--- config.mk ---
export PLATFORM = sky130hd
export DESIGN_NAME = history_ring_with_browse_cursor_core
export DESIGN_NICKNAME = d
export VERILOG_FILES = /design/src/rtl/core/hrbc_pkg.sv /design/src/rtl/core/hrbc_slots.sv /design/src/rtl/core/history_ring_with_browse_cursor_core.sv
export SDC_FILE = /design/constraint.sdc
export NUM_CORES = 2
export LEC_CHECK = 0
export CAP_MARGIN = 15
export CORE_ASPECT_RATIO = 1.2
export CORE_UTILIZATION = 25
export DETAILED_ROUTE_END_ITERATION = 10
export DONT_BUFFER_PORTS = 1
export PLACE_DENSITY = 0.5
export SYNTH_ARGS = -nofsm -noshare
export SYNTH_HDL_FRONTEND = slang
export SYNTH_SLANG_ARGS = --single-unit
--- constraint.sdc ---
create_clock -name clk -period 8.07 [get_ports clk]
set_clock_uncertainty 0.1 [all_clocks]
set_input_delay 0.807 -clock clk [delete_from_list [all_inputs] [get_ports clk]]
set_output_delay 0.807 -clock clk [all_outputs]
set_load 0.01 [all_outputs]
--- src/rtl/core/hrbc_pkg.sv ---
// Package for the history ring with browse cursor.
// Holds sizes, operation codes, payload structs and index helpers.
// No dependencies.
`default_nettype none

package hrbc_pkg;

	// Ring geometry and payload size
	localparam int SLOTS         = 16;
	localparam int IDX_W         = $clog2(SLOTS);
	localparam int PAYLOAD_BYTES = 8;
	localparam int DATA_W        = 64;
	localparam int LEN_W         = 4;
	localparam int OP_W          = 2;

	// Operation codes; the unused code behaves as a forward walk
	localparam logic [OP_W-1:0] OP_ENQUEUE = 2'd0;
	localparam logic [OP_W-1:0] OP_BACK    = 2'd1;
	localparam logic [OP_W-1:0] OP_FWD     = 2'd2;

	localparam logic [IDX_W-1:0] IDX_LAST = IDX_W'(SLOTS - 1);
	localparam logic [LEN_W-1:0] LEN_MAX  = LEN_W'(PAYLOAD_BYTES);

	typedef logic [IDX_W-1:0] idx_t;

	// Input item
	typedef struct packed {
		logic [OP_W-1:0]   operation;
		logic [DATA_W-1:0] entry_data;
		logic [LEN_W-1:0]  entry_length;
	} hrbc_in_t;

	// Result item
	typedef struct packed {
		logic [DATA_W-1:0] out_data;
		logic [LEN_W-1:0]  out_length;
	} hrbc_out_t;

	// Slot store write/clear controls
	typedef struct packed {
		logic              wr_en;
		idx_t              wr_idx;
		logic [DATA_W-1:0] wr_data;
		logic [LEN_W-1:0]  wr_length;
		logic              clr_en;
		idx_t              clr_idx;
	} hrbc_wr_t;

	function automatic idx_t wrap_next(input idx_t i);
		return (i == IDX_LAST) ? '0 : idx_t'(i + 1'b1);
	endfunction

	function automatic idx_t wrap_prev(input idx_t i);
		return (i == '0) ? IDX_LAST : idx_t'(i - 1'b1);
	endfunction

	// Keep the low len bytes, zero the rest
	function automatic logic [DATA_W-1:0] byte_mask(input logic [LEN_W-1:0] len);
		logic [DATA_W-1:0] m;
		m = '0;
		for (int b = 0; b < DATA_W / 8; b++) begin
			m[8*b +: 8] = (LEN_W'(b) < len) ? 8'hFF : 8'h00;
		end
		return m;
	endfunction

endpackage

`default_nettype wire

--- src/rtl/core/hrbc_slots.sv ---
// Slot store of the history ring: data and length per slot, zeroed at reset.
// One write port, one clear port, one combinational read port.
// Depends on hrbc_pkg.
`default_nettype none

module hrbc_slots
	import hrbc_pkg::*;
(
	input  wire logic      clk,
	input  wire logic      arst_n,
	input  wire hrbc_wr_t  ctl,
	input  wire idx_t      rd_idx,
	output hrbc_out_t      rd_entry
);

	logic [DATA_W-1:0] data_q   [SLOTS];
	logic [LEN_W-1:0]  length_q [SLOTS];

	// Write and clear never hit the same slot in one cycle
	always_ff @(posedge clk or negedge arst_n) begin
		if (!arst_n) begin
			for (int i = 0; i < SLOTS; i++) begin
				data_q[i]   <= '0;
				length_q[i] <= '0;
			end
		end else begin
			if (ctl.clr_en) begin
				data_q[ctl.clr_idx]   <= '0;
				length_q[ctl.clr_idx] <= '0;
			end
			if (ctl.wr_en) begin
				data_q[ctl.wr_idx]   <= ctl.wr_data;
				length_q[ctl.wr_idx] <= ctl.wr_length;
			end
		end
	end

	// Read at the cursor
	assign rd_entry.out_data   = data_q[rd_idx];
	assign rd_entry.out_length = length_q[rd_idx];

endmodule

`default_nettype wire

--- src/rtl/core/history_ring_with_browse_cursor_core.sv ---
// Top level of the history ring with browse cursor.
// Depends on hrbc_pkg and hrbc_slots.
//
// Usage:
//  - Command channel: drive item and pulse start; the transfer happens at a
//    rising edge with start high and busy low. busy is always low, so one
//    command can be issued every cycle.
//  - Commands: enqueue (length 0 ignored, length above 8 saturated), walk
//    backward (always answers), walk forward (answers unless the next slot
//    is the write slot).
//  - Result channel: done is high for one cycle with the entry on result.
//    A command that answers reaches the ports through the input register,
//    then the result register, with no stall between them.
//  - Throughput: one command per cycle; each command writes at most one slot,
//    clears at most one slot and updates the three ring pointers in a single pass.
//  - Reset: all slots zeroed, head, tail and cursor at slot 0, no result.
//  - The receiver cannot stall; results are not held.
`default_nettype none

module history_ring_with_browse_cursor_core
	import hrbc_pkg::*;
(
	input  wire logic     clk,
	input  wire logic     arst_n,
	input  wire logic     start,
	output logic          busy,
	input  wire hrbc_in_t item,
	output logic          done,
	output hrbc_out_t     result
);

	logic      valid_s1;
	hrbc_in_t  item_s1;
	idx_t      oldest_q, wr_q, cur_q;
	idx_t      oldest_d, wr_d, cur_d;
	logic      emit;
	hrbc_wr_t  slot_ctl;
	hrbc_out_t rd_entry;
	logic [LEN_W-1:0] len_sat;

	assign busy = 1'b0;

	// Input register
	always_ff @(posedge clk or negedge arst_n) begin
		if (!arst_n) begin
			valid_s1 <= 1'b0;
		end else begin
			valid_s1 <= start & ~busy;
		end
	end

	always_ff @(posedge clk) begin
		if (start & ~busy) begin
			item_s1 <= item;
		end
	end

	assign len_sat = (item_s1.entry_length > LEN_MAX) ? LEN_MAX : item_s1.entry_length;

	// Pointer update and slot control for the registered command
	always_comb begin
		oldest_d          = oldest_q;
		wr_d              = wr_q;
		cur_d             = cur_q;
		emit              = 1'b0;
		slot_ctl.wr_en    = 1'b0;
		slot_ctl.wr_idx   = wr_q;
		slot_ctl.wr_data  = item_s1.entry_data & byte_mask(len_sat);
		slot_ctl.wr_length = len_sat;
		slot_ctl.clr_en   = 1'b0;
		slot_ctl.clr_idx  = oldest_q;
		if (valid_s1) begin
			case (item_s1.operation)
				OP_ENQUEUE: begin
					if (item_s1.entry_length != '0) begin
						// full ring: drop the oldest entry first
						if (wrap_next(wr_q) == oldest_q) begin
							slot_ctl.clr_en = 1'b1;
							oldest_d        = wrap_next(oldest_q);
						end
						slot_ctl.wr_en = 1'b1;
						cur_d          = wr_q;
						wr_d           = wrap_next(wr_q);
					end
				end
				OP_BACK: begin
					// steps back unless at head, where it stays; returns the entry either way
					if (cur_q != oldest_q) begin
						cur_d = wrap_prev(cur_q);
					end
					emit = 1'b1;
				end
				default: begin
					// forward walk; also the unused code
					if (wrap_next(cur_q) != wr_q) begin
						cur_d = wrap_next(cur_q);
						emit  = 1'b1;
					end
				end
			endcase
		end
	end

	hrbc_slots u_slots (
		.clk      (clk),
		.arst_n   (arst_n),
		.ctl      (slot_ctl),
		.rd_idx   (cur_d),
		.rd_entry (rd_entry)
	);

	// Ring pointers and result strobe
	always_ff @(posedge clk or negedge arst_n) begin
		if (!arst_n) begin
			oldest_q <= '0;
			wr_q     <= '0;
			cur_q    <= '0;
			done     <= 1'b0;
		end else begin
			oldest_q <= oldest_d;
			wr_q     <= wr_d;
			cur_q    <= cur_d;
			done     <= emit;
		end
	end

	// Result register
	always_ff @(posedge clk) begin
		if (emit) begin
			result <= rd_entry;
		end
	end

endmodule

`default_nettype wire

---- After elaboration in Yosys (flattened, before gate mapping) ----
Cells that the tools add are included.
W data, S select, Z words.
storage, ports and cells
  flip-flop bits (word level) ............. 1240
  output and inout bits ................... 70
cells by class
  eq/ne operators ......................... 7
  bitwise gates (word level) .............. 8
  order comparisons ....................... 14
  mux-type cells .......................... 48
  reductions and logical operators ........ 7
  add/subtract/negate cells ............... 4
operators by type and width
  kind                    count
  $mux W1024              2
  $and A1024 B1024 Y1024  1
  $bwmux W1024            1
  $not A1024 Y1024        1
  $demux W64 S4           2
  $mux W64                6
  $bmux W64 S4            1
  $and A64 B64 Y64        2
  $bwmux W64              1
  $mux W8                 8
  $not A64 Y64            1
  $mux W4                 13
  $demux W4 S4            2
  $bmux W4 S4             1
  $lt A3 B4 Y1 const A    4
  $ge A5 B5 Y1 const B    3
  $not A4 Y5              3
  $add A4 B1 Y4 const B   3
  $eq A4 B4 Y1 const B    3
  $lt A5 B1 Y1 const B    2
  $mux W1                 9
  $lt A1 B4 Y1 const A    2
  $lt A2 B4 Y1 const A    2
  $ne A4 B4 Y1            2
  other kinds (12)        13

---- Logic depth before layout (Yosys ltp) ----
  depth after elaboration ................. 10
  gate-level depth with buffers ........... 15
  gate-level depth less buffers ........... 11

---- Cells and area by module ----
A second synthesis with hierarchy kept.
unflattened totals
  cell total of the unflattened synthesis .. 3516
  area, all modules ....................... 52380.2 um^2
modules (own cells, without submodules)
  module                                area each (um^2)  seq. area each (um^2)  instances  cells an instance
  hrbc_slots                            46560.9           27226.1                1          3168
  history_ring_with_browse_cursor_core  5819.3            4494.3                 1          348

---- Worst setup path before layout ----
OpenSTA, ideal clock, no wires.
  kind .................................... register to register
  start ................................... register cur_q[0]
  end ..................................... register result[0] (netlist name) (enable)
  path slack .............................. 2.245 ns
  library setup time ...................... 0.536 ns
  cell stages (with the launch flop) ...... 8
  data arrival time ....................... 5.189 ns
  data required time ...................... 7.434 ns
  cells stage by stage .................... dfrtp_1 buf_2 inv_1 ha_1 xor2_1 a211o_1 nor3_2 a31oi_1
between the ends
  cells in the longest elaborated chain, start to end .. 6
  elaborated cells on any way between the ends .. 7
  classes of those cells .................. add/sub: 1; eq/ne: 2; mux: 4
RTL lines
  what                                                  line                                         RTL
  start, declared                                       history_ring_with_browse_cursor_core.sv:34   idx_t oldest_q, wr_q, cur_q;
  start signal, assigned                                history_ring_with_browse_cursor_core.sv:122  cur_q <= cur_d;
  $add A4 B1 Y4 / $eq A4 B4 Y1 (equally long branches)  hrbc_pkg.sv:50                               return (i == IDX_LAST) ? '0 : idx_t'(i + 1'b1);
  $mux W4 *                                             hrbc_pkg.sv:50
  $ne A4 B4 Y1 *                                        history_ring_with_browse_cursor_core.sv:95   if (wrap_next(cur_q) != wr_q) begin
  $mux W1 *                                             history_ring_with_browse_cursor_core.sv:95
  $pmux W1 S2 *                                         history_ring_with_browse_cursor_core.sv:73   case (item_s1.operation)
  $mux W1 *                                             history_ring_with_browse_cursor_core.sv:72   if (valid_s1) begin
  via emit                                              history_ring_with_browse_cursor_core.sv:36   logic emit;
  end signal, assigned                                  history_ring_with_browse_cursor_core.sv:130  result <= rd_entry;
  end, declared                                         history_ring_with_browse_cursor_core.sv:29   output hrbc_out_t result
Mark *: on every way through the listed nets, which the timed path passes. The rest lies on a longest branch.
A chain may end at the register's enable or synchronous reset.

==> impl_metrics.toml <==
[global_routing]
gr-total-overflow = 0
grt_pass1_wl_mm = 321
grt_max_degree = 189
first_global_vias = 43300
antenna_found_initial = 2
grtUsageTotal_pct = 19.6

[cts]
path_clk_slew_ns = 0.06
ctsResizeCount = 0
cts_buffers = 145
tritoncts = "yes"
htreeDepth = 4
cts_buffer_depth = 3
clock_latency_ns = 0.80
numClockSinks = 1240
cts_root_buf = "clkbuf_16"

[timing]
hold_viol = 0
slew_viol_final = 0
max_slew_margin_pct = 17.9
post-route-period-util_pct = 67.7
fmax_ghz = 0.183
setup_violations = 0
fin_crit_ns = 5.46
worst_pin_slew_ns = 1.20
grt_setup_unrepaired = "false"
fin_setup_tns_ns = 0

[yosys]
synth_edf_count = 138
synth_area_leaders = "dfrtp_1, o2bb2ai_1, edfxtp_1, a211oi_1, and3_1"
synth_cells = 4468
async_reset_ff_share_pct = 88.9
yosys-top-cells-count = "dfrtp_1, o2bb2ai_1, clkbuf_1"
ys_ff_latch = 1240
synthFlopType = "dfrtp_1"
netlist.top_cell.by_area = "dfrtp_1"
synth_area_per_cell_um2 = 12.2
yosys.area_share.simple_pct = 7.54
synth_compound_area_share_pct = 27.0
synth_top_family_by_area = "compound AO/OA/AOI/OAI gates"
ys_seq_area_share_pct = 58.0
synth_cell_type_count = 66
synthMostInstantiatedCell = "dfrtp_1"
yosys_warnings = 0
syn-num-nets = 4551
synth_area_um2 = 54700
synthMuxAreaShare_pct = 2.53
yosys.area.top_type_share_pct = 50.5
synth_xor_area_share_pct = 0.238
synth_adder_area_share_pct = 0.229

[route]
drt_iter0_drc = 4071
drcViolationCount = 0
routedWlPerCell_um = 30.8
antenna_left = 0
wirelength_mm = 221
first_pass_iters = 5
dr_total_vias = 41800
via_per_inst = 5.83

[finish]
post-route-util_pct = 28.9
drive_above_1_share_pct = 8.66
stdcell_area_um2 = 62800
fin_nets = 4305
fillerInstances = 21800
fin_cells = 7178
syn2layout_area_growth_pct = 14.8

[power_and_ir_drop]
power_frac_seq_pct = 37.9
power.leakage_nw = 25.5
p_int_w = 0.0143
p_clk_share_pct = 28.5
ir_drop_mv = 0.497
power_frac_comb_pct = 33.6
p_sw_w = 0.00924
power_density_nw_per_um2 = 375
switching_share_pct = 39.2

[critical_path]
critPathKind = "reg2reg"
r2r_cells = 13
arrival_ns = 5.90
endpoint_kind = "flop"
critPathLaunchType = "flop"
crit_fanout = 90
crit_required_ns = 8.50

[floorplanning]
coreArea_um2 = 217000
die_x_um = 429
die-area_um2 = 221000
rows = 187
dieHeight_um = 514
ios = 143
initial_core_util_pct = 25.2

[run_status]
status = "finished clean"

[placed_design]
dpl.hpwl_mm = 111
dpl_cell_area_um2 = 57200
numPortBuffers = 0
place.gp.congestion = 0.810
placedCellCount = 6836

[min_path]
holdPathStages = 0
hold_path.class = "in2reg"

[run]
maxCapViolCount = 0
==> cell usage in the layout (no fill, tap or decap), types with 10 or more instances in the layout <==
| cell | n |
|---|---|
| edfxtp_1 | 138 |
| and3_1 | 274 |
| dlygate4sd3_1 | 73 |
| clkbuf_1 | 42 |
| a221oi_1 | 68 |
| a21oi_4 | 17 |
| nor2_1 | 21 |
| o21ai_0 | 11 |
| o2bb2ai_1 | 1024 |
| a22o_1 | 64 |
| clkbuf_8 | 31 |
| nor4_1 | 73 |
| a21oi_1 | 76 |
| buf_4 | 83 |
| buf_12 | 12 |
| nand3_4 | 16 |
| nor2b_1 | 72 |
| clkinv_2 | 20 |
| mux2i_1 | 138 |
| or4_1 | 69 |
| a2111oi_0 | 135 |
| clkbuf_16 | 152 |
| dfrtp_1 | 1102 |
| nand2_1 | 147 |
| ha_1 | 10 |
| a211oi_1 | 344 |
==> worst paths after layout <==
path                                     start                  end  slack [ns]
setup / recovery                      cur_q[0]           result[48]        2.61
hold reg to reg            u_slots.data_q[413]  u_slots.data_q[413]        0.38
min in group asynchronous               arst_n  u_slots.data_q[956]        0.57
setup reg to reg                      cur_q[0]           result[48]        2.61
max in group asynchronous               arst_n  u_slots.data_q[791]        5.65
hold / removal                           start          item_s1[28]        0.05
==> stage by stage <==
stage / setup WS, ns / total power (W) / hold WS (ns)
2_1_floorplan: 2.24 / 0.0138 / 0.348
3_3_place_gp: 2.75 / 0.0168 / 0.362
3_5_place_dp: 2.69 / 0.0168 / 0.365
5_1_grt: 2.35 / 0.0245 / 0.0241
4_1_cts: 2.67 / 0.0236 / 0.000672
6_report: 2.61 / 0.0236 / 0.0547
==> power by group through the flow <==
stage	clock network [W]	registers [W]	logic, W
global route	0.00706	0.00911	0.00837
floorplan	0	0.00848	0.00534
CTS	0.00684	0.00896	0.00783
global placement	0	0.00905	0.00772
detailed placement	0	0.00903	0.00778
finish	0.00671	0.00894	0.00792
==> metal layers <==
| layer | vias to the layer above | part of all wire, % | track usage (%) |
|---|---|---|---|
| met5 | - | 0 | 0 |
| met4 | 0 | 3.7 | 7.83 |
| met3 | 396 | 6.1 | 3.27 |
| met2 | 1724 | 47 | 31.8 |
| met1 | 22400 | 43 | 25.8 |
| li1 | 17300 | - | - |
==> layout make-up <==
type                       instances  area [µm²]  share of cell area [%]
tap                             2835        3550                    5.65
multi-input combinational       2651       21000                    33.4
sequential                      1240       31700                    50.5
inverter                          15        92.6                   0.148
antenna                            2        5.00                 0.00797
clock inverter                    41         422                   0.672
clock buffer                     225        4390                    6.99
timing repair buffer             169        1620                    2.58
==> state kept, by name, summed over array words and instances (netlist names) <==
signal / cells
cur_q: 4
done: 1
item_s1: 70
oldest_q: 4
result: 68
u_slots.data_q: 1024
u_slots.length_q: 64
valid_s1: 1
wr_q: 4
==> kinds of logic after synthesis <==
group / Yosys count
AO/OA/AOI/OAI: 1775
AND/OR/NAND/NOR: 713
multiplexers: 138
flip-flops: 1240
buffers and inverters: 577
adder cells (fa/ha/maj): 10
other: 1
XOR/XNOR: 14
==> worst max-delay path: stages (launching register included) <==
cell and delay [ns]:
dfrtp_1 0.62, inv_1 0.15, ha_1 0.39, xor2_1 0.20, a211o_1 0.34, nor3_2 0.27
a21oi_1 0.12, o21ai_1 0.34, o21ai_4 0.09, buf_4 0.38, inv_8 0.74, buf_4 0.71
a2111oi_0 0.17, or4_1 0.52
==> repair_timing <==
item / in CTS / in global routing
setup buffers: 0 / 0
hold buffers: 74 / 0
hold endpoints to repair: 222 / 0
(Power assumes the default switching activity.)
